===== src/rtl/core/aes_sbox_forward_inverse_top_defines.svh =====
// ----------------------------------------------------------------------------
// AES S-box assertion macros
// Assertion wrappers for the byte substitution block; empty in synthesis.
// ----------------------------------------------------------------------------
`ifndef AES_SBOX_FORWARD_INVERSE_TOP_DEFINES_SVH
`define AES_SBOX_FORWARD_INVERSE_TOP_DEFINES_SVH

`ifndef SYNTHESIS

// Checked property, disabled while reset is high.
`define SBX_ASSERT(name, clk, rst, prop) \
   name: assert property (@(posedge clk) disable iff (rst) prop) \
      else $error("aes sbox check failed");

// Checked property that also holds through reset.
`define SBX_ASSERT_ALWAYS(name, clk, prop) \
   name: assert property (@(posedge clk) prop) \
      else $error("aes sbox check failed");

`else

`define SBX_ASSERT(name, clk, rst, prop)

`define SBX_ASSERT_ALWAYS(name, clk, prop)

`endif

`endif


===== src/rtl/core/aes_sbx_pkg.sv =====
// ----------------------------------------------------------------------------
// AES S-box package
// Field constants, table fill types and GF(2^8) helper functions.
// ----------------------------------------------------------------------------
package aes_sbx_pkg;

   localparam int unsigned BYTE_W = 8;

   // Field polynomial x^8+x^4+x^3+x+1 and the affine offset.
   localparam logic [BYTE_W:0]   FIELD_POLY = 9'h11B;
   localparam logic [BYTE_W-1:0] FWD_CONST  = 8'h63;

   // Generator 0x03 of the multiplicative group and its inverse.
   localparam logic [BYTE_W-1:0] GEN_ELEM     = 8'h03;
   localparam logic [BYTE_W-1:0] GEN_ELEM_INV = 8'hF6;

   // Fill sequencer states.
   typedef enum logic [1:0] {
      ST_FILL  = 2'b01,
      ST_READY = 2'b10
   } fill_state_type;

   // One table pair written per cycle: fwd[plain] = subst, inv[subst] = plain.
   typedef struct packed {
      logic              wr_en;
      logic              done;
      logic [BYTE_W-1:0] plain;
      logic [BYTE_W-1:0] subst;
   } fill_wr_type;

   // Product in GF(2^8) modulo the field polynomial.
   function automatic logic [BYTE_W-1:0] gf_mul(input logic [BYTE_W-1:0] a,
                                                input logic [BYTE_W-1:0] b);
      logic [BYTE_W:0]   x;
      logic [BYTE_W-1:0] acc;
      acc = '0;
      x   = {1'b0, a};
      for (int n = 0; n < BYTE_W; n++) begin
         if (b[n]) begin
            acc = acc ^ x[BYTE_W-1:0];
         end
         x = {x[BYTE_W-1:0], 1'b0};
         if (x[BYTE_W]) begin
            x = x ^ FIELD_POLY;
         end
      end
      return acc;
   endfunction

   // Forward affine transform including the constant.
   function automatic logic [BYTE_W-1:0] fwd_affine(input logic [BYTE_W-1:0] v);
      logic [BYTE_W-1:0] r1, r2, r3, r4;
      r1 = {v[6:0], v[7]};
      r2 = {v[5:0], v[7:6]};
      r3 = {v[4:0], v[7:5]};
      r4 = {v[3:0], v[7:4]};
      return v ^ r1 ^ r2 ^ r3 ^ r4 ^ FWD_CONST;
   endfunction

endpackage


===== src/rtl/core/aes_sbx_fill.sv =====
// ----------------------------------------------------------------------------
// AES S-box table fill sequencer
// After reset, walks the powers of the generator and emits one forward and
// one inverse table entry per cycle, 256 entry pairs in all.
// ----------------------------------------------------------------------------
module aes_sbx_fill (
   input  logic                     clock,
   input  logic                     reset,
   output aes_sbx_pkg::fill_wr_type fill_wr
);
   import aes_sbx_pkg::*;

   fill_state_type    state_ff, state_in;
   logic [BYTE_W-1:0] cnt_ff, cnt_in;
   logic [BYTE_W-1:0] pow_ff, pow_in;
   logic [BYTE_W-1:0] rcp_ff, rcp_in;
   logic              last;
   logic [BYTE_W-1:0] plain;
   logic [BYTE_W-1:0] recip;

   // pow_ff holds 3^k and rcp_ff holds 3^-k, its multiplicative inverse.
   // The final step writes the zero entry, which maps to zero before affine.
   assign last  = (cnt_ff == {BYTE_W{1'b1}});
   assign plain = last ? '0 : pow_ff;
   assign recip = last ? '0 : rcp_ff;

   // Next-state logic of the sweep.
   always_comb begin
      state_in = state_ff;
      cnt_in   = cnt_ff;
      pow_in   = pow_ff;
      rcp_in   = rcp_ff;
      case (state_ff)
         ST_FILL: begin
            cnt_in = cnt_ff + 1'b1;
            pow_in = gf_mul(pow_ff, GEN_ELEM);
            rcp_in = gf_mul(rcp_ff, GEN_ELEM_INV);
            if (last) begin
               state_in = ST_READY;
            end
         end
         ST_READY: begin
            state_in = ST_READY;
         end
         default: begin
            state_in = ST_FILL;
         end
      endcase
   end

   // Sweep registers.
   always_ff @(posedge clock) begin
      if (reset) begin
         state_ff <= ST_FILL;
         cnt_ff   <= '0;
         pow_ff   <= 8'h01;
         rcp_ff   <= 8'h01;
      end else begin
         state_ff <= state_in;
         cnt_ff   <= cnt_in;
         pow_ff   <= pow_in;
         rcp_ff   <= rcp_in;
      end
   end

   // Table write pair toward the memories.
   always_comb begin
      fill_wr.wr_en = (state_ff == ST_FILL);
      fill_wr.done  = (state_ff == ST_READY);
      fill_wr.plain = plain;
      fill_wr.subst = fwd_affine(recip);
   end

endmodule


===== src/rtl/core/aes_sbox_forward_inverse_top.sv =====
// ----------------------------------------------------------------------------
// AES forward and inverse S-box
// Byte substitution served from two synchronous table memories.
// ----------------------------------------------------------------------------
// Usage:
// The request channel (req_valid, req_ready) carries req_kind, 0 for the
// forward substitution and 1 for the inverse, and the byte req_data_in.
// The response channel (rsp_valid, rsp_ready) returns rsp_data_out, one
// result per request, in request order.
// The table read registered at the request transfer is the response
// register. Throughput is one byte per cycle while the receiver takes
// each response, set by the single read port of each table memory.
// After reset the block fills both tables, all 256 entry pairs, one entry
// pair per cycle, with req_ready low; then it serves requests.
// When the receiver stalls, the response holds and a new request is taken
// only in the cycle in which the held response transfers.
// ----------------------------------------------------------------------------
`include "aes_sbox_forward_inverse_top_defines.svh"

module aes_sbox_forward_inverse_top (
   input  logic                           clock,
   input  logic                           reset,
   input  logic                           req_valid,
   output logic                           req_ready,
   input  logic                           req_kind,
   input  logic [aes_sbx_pkg::BYTE_W-1:0] req_data_in,
   output logic                           rsp_valid,
   input  logic                           rsp_ready,
   output logic [aes_sbx_pkg::BYTE_W-1:0] rsp_data_out
);
   import aes_sbx_pkg::*;

   localparam int unsigned DEPTH = 1 << BYTE_W;

   fill_wr_type       fill_wr;
   logic [BYTE_W-1:0] fwd_mem [DEPTH];
   logic [BYTE_W-1:0] inv_mem [DEPTH];
   logic [BYTE_W-1:0] fwd_rd_ff;
   logic [BYTE_W-1:0] inv_rd_ff;
   logic              kind_ff;
   logic              rsp_valid_ff, rsp_valid_in;
   logic              req_xfer;

   // Table fill after reset.
   aes_sbx_fill u_fill (
      .clock   (clock),
      .reset   (reset),
      .fill_wr (fill_wr)
   );

   // A request transfers when the tables are ready and the output is free.
   assign req_ready = fill_wr.done && (!rsp_valid_ff || rsp_ready);
   assign req_xfer  = req_valid && req_ready;

   // Forward table memory.
   always_ff @(posedge clock) begin
      if (fill_wr.wr_en) begin
         fwd_mem[fill_wr.plain] <= fill_wr.subst;
      end
      if (req_xfer) begin
         fwd_rd_ff <= fwd_mem[req_data_in];
      end
   end

   // Inverse table memory.
   always_ff @(posedge clock) begin
      if (fill_wr.wr_en) begin
         inv_mem[fill_wr.subst] <= fill_wr.plain;
      end
      if (req_xfer) begin
         inv_rd_ff <= inv_mem[req_data_in];
      end
   end

   // Direction travels alongside the read.
   always_ff @(posedge clock) begin
      if (req_xfer) begin
         kind_ff <= req_kind;
      end
   end

   // Response valid flag.
   always_comb begin
      rsp_valid_in = rsp_valid_ff;
      if (req_xfer) begin
         rsp_valid_in = 1'b1;
      end else if (rsp_ready) begin
         rsp_valid_in = 1'b0;
      end
   end

   always_ff @(posedge clock) begin
      if (reset) begin
         rsp_valid_ff <= 1'b0;
      end else begin
         rsp_valid_ff <= rsp_valid_in;
      end
   end

   assign rsp_valid    = rsp_valid_ff;
   assign rsp_data_out = kind_ff ? inv_rd_ff : fwd_rd_ff;

   // Checks.
   `SBX_ASSERT(a_no_req_during_fill, clock, reset, !fill_wr.done |-> !req_ready)
   `SBX_ASSERT(a_xfer_gives_rsp, clock, reset, req_xfer |=> rsp_valid)
   `SBX_ASSERT_ALWAYS(a_reset_blocks_req, clock, reset |=> (!req_ready && !rsp_valid))

endmodule


===== config.mk =====
export PLATFORM = sky130hd
export DESIGN_NAME = aes_sbox_forward_inverse_top
export DESIGN_NICKNAME = d
export VERILOG_FILES = /design/src/rtl/core/aes_sbx_pkg.sv /design/src/rtl/core/aes_sbx_fill.sv /design/src/rtl/core/aes_sbox_forward_inverse_top.sv
export VERILOG_INCLUDE_DIRS = /design/src /design/src/rtl/core
export SDC_FILE = /design/constraint.sdc
export NUM_CORES = 2
export LEC_CHECK = 0
export BUFFER_PORTS_ARGS = -buffer_cell sky130_fd_sc_hd__buf_4
export CORE_MARGIN = 5
export CORE_UTILIZATION = 63
export DETAILED_ROUTE_END_ITERATION = 10
export PLACE_DENSITY = 0.79
export REMOVE_ABC_BUFFERS = 1
export SLEW_MARGIN = 20
export SYNTH_ARGS = -nofsm -noshare
export SYNTH_HDL_FRONTEND = slang
export SYNTH_SLANG_ARGS = --single-unit

===== constraint.sdc =====
create_clock -name clock -period 14.5 [get_ports clock]
set_clock_uncertainty 0.15 [all_clocks]
set_input_delay 0.725 -clock clock [delete_from_list [all_inputs] [get_ports clock]]
set_output_delay 0.725 -clock clock [all_outputs]
set_load 0.01 [all_outputs]

# After elaboration in Yosys (flattened, before gate mapping)
# Memory sizes are Yosys's and may differ from the RTL's. A register that Yosys moved wholly into a read port is not among the register bits.
# Cells that the tools add are included.
word_totals:
  register_bits: 28
  ramBits: 4096
  elab_cells: 68
  memories: 2
mem_list:
  columns: ["name", "depth", "width", "rd", "rd_clocked_by_memory_dff", "write_ports", "line", "rtl"]
  rows:
  - ["fwd_mem", 256, 8, 1, 1, 1, "aes_sbox_forward_inverse_top.sv:36", "logic [BYTE_W-1:0] fwd_mem [DEPTH];"]
  - ["inv_mem", 256, 8, 1, 1, 1, "aes_sbox_forward_inverse_top.sv:37", "logic [BYTE_W-1:0] inv_mem [DEPTH];"]
classes:
  n_addsub: 1
  n_eq_ne: 4
  muxes: 31
  n_bitwise: 19
  reduce_logical: 5
ops:
  columns: ["operator", "n"]
  rows:
  - ["8-bit two-way mux", 17]
  - ["8-bit bitwise XOR", 10]
  - ["5-bit two-way mux", 8]
  - ["4-bit inverter", 9]
  - ["8-bit by 1-bit adder with 8-bit output (second input constant)", 1]
  - ["8-bit == test (second input constant)", 1]
  - ["1-bit two-way mux", 4]
  - ["2-bit one-hot mux with 2 select lines", 1]
  - ["2-bit by 1-bit == test with 1-bit output (second input constant)", 1]
  - ["2-bit == test (second input constant)", 1]
  - ["1-bit logical AND", 2]
  - ["2-bit two-way mux", 1]
  - ["2-bit by 1-bit != test with 1-bit output (second input constant)", 1]
  - ["2-bit nonzero test", 1]
  - ["1-bit logical NOT", 1]
  - ["1-bit logical OR", 1]

# Logic depth before layout (Yosys ltp)
logic_depth:
  ltp_word: 22
  ltp_mapped: 13
  ltp_nobuf: 7

# Modules after synthesis
# Synthesis repeated with hierarchy kept, for this count alone.
hier_totals:
  cells_unflattened: 7905
  area_unflattened_um2: 162562.2
modules_own_cells:
  columns: ["module", "n_inst", "cells_each", "area_per_inst_um2", "seq_area_each_um2"]
  rows:
  - ["aes_sbox_forward_inverse_top", 1, 7749, 161127.0, 123528.5]
  - ["aes_sbx_fill", 1, 156, 1435.1, 520.5]

# Worst setup path after synthesis
# Ideal clock, no wire load.
synth_path:
  path_kind: "reg2reg"
  start: "reg u_fill.rcp_ff[4]"
  end: "mem fwd_mem[0][7], data pin"
  setup_time_ps: 2096
  arrival_ps: 11008
  required_time_ps: 12254
  slack_ps: 1246
  stages_incl_launch_ff: 6
  path_buffers: 1
  period_less_slack_ps: 13254
  path_cell_list: "dfxtp_1 -> buf_2 -> xnor3_2 -> xor2_2 -> nor2b_1 -> nor3_1"
synth_rtl:
  columns: ["element", "line", "rtl"]
  rows:
  - ["start, declared", "aes_sbx_fill.sv:16", "logic [BYTE_W-1:0] rcp_ff, rcp_in;"]
  - ["start signal, assigned", "aes_sbx_fill.sv:62", "rcp_ff <= rcp_in;"]
  - ["end, declared", "aes_sbox_forward_inverse_top.sv:36", null]

# Worst setup path in the final report
layout_path:
  start: "reg u_fill.cnt_ff[0]"
  end: "mem fwd_mem[158][7] (enable)"
layout_via:
  elab_chain_len: 2
layout_lines:
  columns: ["element", "line", "rtl"]
  rows:
  - ["start, declared", "aes_sbx_fill.sv:14", "logic [BYTE_W-1:0] cnt_ff, cnt_in;"]
  - ["start signal, assigned", "aes_sbx_fill.sv:60", "cnt_ff <= cnt_in;"]
  - ["8-bit == test", "aes_sbx_fill.sv:23", "assign last = (cnt_ff == {BYTE_W{1'b1}});"]
  - ["8-bit two-way mux", "aes_sbx_fill.sv:24", "assign plain = last ? '0 : pow_ff;"]
# Every way passes these cells.

==> results.tsv <==
stage	metric	value	unit
floorplanning	die_area	267800	µm²
critical_path	cp_max_fo	70	
timing	holdWs	0.2168	ns
clock_tree	clock_path_buffers	4	
critical_path	critical_path_depth	7	
synthesis	ys_seq_area_share	76.44	%
synthesis	avgSynthCellArea	20.39	µm²
finish	nFillCells	14530	
synthesis	synth_area	162300	µm²
clock_tree	clock_sinks	4140	
floorplanning	fp.dieW	517.5	µm
placed_design	dp_hpwl	233000	µm
critical_path	cp-end-kind	register	
hold_path	hold_class	input port to register	
synthesis	synth_area_leaders	edfxtp_1 76%, mux4_2 12%, mux2i_1 3.2%	
critical_path	cp_num_buf_inv	0	
synthesis	async_flop_share	0	%
synthesis	netlist_instances	7959	
finish	area_delta_synth_final	9.900	%
critical_path	worst_ep_required_time	14.95	ns
clock_tree	h-tree-depth	5	
timing	fin_tns_setup	0	ns
placed_design	io_buffers	22	
global_route	grt-ovfl-total	0	
synthesis	ys_ff_latch	4140	
global_route	antenna_found_initial	18	
global_route	first_global_vias	84960	
finish	drive_gt1_share	19.82	%
floorplanning	die_y	517.5	µm
placed_design	pre_cts_ws	8.133	ns
floorplanning	initial_core_util	63.22	%
timing	rsz0062_at_grt	no	
critical_path	cp_top_family	simple AND/OR/NAND/NOR gates	
route	vias	84790	
timing	fin_crit_sh	39.45	%
synthesis	yosys.area.top_type_share	76.11	%
clock_tree	post_cts_buffers	0	
critical_path	path_cells	ha_1, nand3_1, or2_2, and2_4, nor2b_1, nand2_1, nor2_1	
pwr	peakVddDrop	0.4120	mV
critical_path	crit_path_start_kind	register	
timing	fin_crit	5.720	ns
critical_path	max_stage_delay	1.08	ns
clock_tree	clockRootBuffer	clkbuf_16	
pwr	powerDensity	183.5	nW/µm²
synthesis	yosysUniqueCellTypes	70	
global_route	grt_pass1_wl	606100	µm
finish	final_util	69.48	%
synthesis	synth_flop_cell	edfxtp_1	
outcome	status	completed	
placed_design	gp_congestion	0.8994	
floorplanning	ios	23	
timing	hold_viol_final	0	
synthesis	ys_warn_count	0	
critical_path	ff2ff_path_depth	7	
global_route	grt_use_total	31.20	%
route	final_antenna_net_count	0	
timing	fmax	174.8	MHz
critical_path	critical_path_class	register to register	
timing	slew_headroom	18.30	%
critical_path	slowest_stage	nor2_1	
clock_tree	ctsResizeCount	0	
finish	final_common_cell	edfxtp_1	
hold_path	whs_path_depth	4	
timing	finalSetupViolCount	0	
route	drtIter0Drc	13830	
timing	setup_ws	8.780	ns
floorplanning	core_area	256700	µm²
synthesis	yosysTopAreaCell	edfxtp_1	
clock_tree	cts_tree	built	
critical_path	arrival	6.17	ns
synthesis	synth_edf_count	4113	
clock_tree	clk_latency	1.00	ns
route	first_pass_iters	9	
timing	slew_viol_final	0	
route	wl_per_cell	35.74	µm
route	drcViolationCount	0	
floorplanning	rows	186	
clock_tree	cts_inserted_buffers	409	
pwr	leakagePower	56.20	nW
global_route	grt_max_degree	215	
timing	tightest_slew	1.224	ns
run	maxCapViolCount	0	
route	routed_wl	420400	µm
finish	layout_common_cells	4113 x edfxtp_1, 849 x mux4_2, 616 x nor2_1, 521 x mux2i_1, 413 x clkbuf_16	
clock_tree	cts.clk_slew.worst_paths	0.07	ns
route	via_per_inst	7.207	
finish	fin_nets	8060	
final timing paths:
path	from	end	slack, ns
setup / recovery	u_fill.cnt_ff[0]	fwd_mem[158][7]	8.78
hold / removal	req_valid	inv_rd_ff[7]	0.22
setup reg to reg	u_fill.cnt_ff[0]	fwd_mem[158][7]	8.78
hold reg to reg	u_fill.cnt_ff[5]	u_fill.cnt_ff[5]	0.35
cells in the mapped netlist, drive strengths merged (3+ instances only):
cell type / count
nand2: 193
o22ai: 144
ha: 3
mux2: 13
inv: 6
a31oi: 3
a221oi: 28
edfxtp: 4113
and3: 11
nand4: 16
xnor2: 16
a22o: 20
nand3: 58
buf: 296
or4: 17
a211o: 3
o221ai: 169
or2: 5
a21oi: 137
nand4b: 3
nand3b: 4
o311ai: 4
a2111oi: 10
nand2b: 11
dfxtp: 27
o31ai: 28
and4bb: 6
o21a: 18
nor2: 629
o21ai: 63
and2: 9
a211oi: 30
or3: 24
clkbuf: 202
a21o: 7
o211ai: 5
nor3: 106
mux4: 849
nor4: 31
xor2: 29
mux2i: 521
a22oi: 63
nor2b: 10
power by group:
group          switching [mW]  total [mW]  internal, mW  leakage (nW)
Clock                    4.41        10.4          5.96          6.31
Sequential             0.0993        16.7          16.6          37.5
Combinational            4.82        5.68         0.853          12.4
worst reg2reg max path, cell delays in order (launching register included):
cell and delay (ns):
dfxtp_1 0.35, ha_1 0.26, nand3_1 0.13, or2_2 0.80
and2_4 0.93, nor2b_1 0.92, nand2_1 0.74, nor2_1 1.09
final cells by class:
type | instances | area [µm²] | area share (%)
sequential | 4140 | 124000 | 69.55
multi-input combinational | 3314 | 35400 | 19.85
clock buffer | 502 | 10710 | 6.004
tap | 3384 | 4234 | 2.374
clock inverter | 226 | 2171 | 1.217
timing repair buffer | 172 | 1697 | 0.9513
antenna | 19 | 47.55 | 0.02666
inverter | 7 | 46.29 | 0.02596
state kept, by name, indices dropped and copies added (netlist names):
register,flops
u_fill.rcp_ff,8
inv_mem,2048
inv_rd_ff,8
u_fill.state_ff,2
rsp_valid,1
fwd_mem,2048
u_fill.pow_ff,8
u_fill.cnt_ff,8
fwd_rd_ff,8
kind_ff,1
layer usage:
| layer | global-route usage [%] | share of wire, % | vias to the layer above |
|---|---|---|---|
| li1 | - | - | 33230 |
| met4 | 14.78 | 5.5 | 12 |
| met2 | 48.52 | 48 | 6846 |
| met3 | 8.004 | 13 | 1202 |
| met5 | 0 | 0.018 | - |
| met1 | 42.17 | 34 | 43500 |
cell families after synthesis:
logic type	share of synthesized area [%]
mux	15.09
compound gates	3.204
simple gates	3.075
flops	76.44
buf+inv	1.901
fa+ha+maj	0.02313
xor+xnor	0.2714
repair_timing:
action                     in CTS  in global routing
hold endpoints to repair       22                  0
setup endpoints to repair       0                  0
hold buffers                    4                  0
per-stage QoR:
step	cell area [µm²]	total power, mW	std cells
floorplan	159200	20.11	7461
global placement	165100	21.93	11010
detailed placement	165200	22.31	11010
CTS	178100	32.53	11740
global route	178300	33.54	11750
finish	178400	32.73	11760
(Power assumes the default switching activity.)
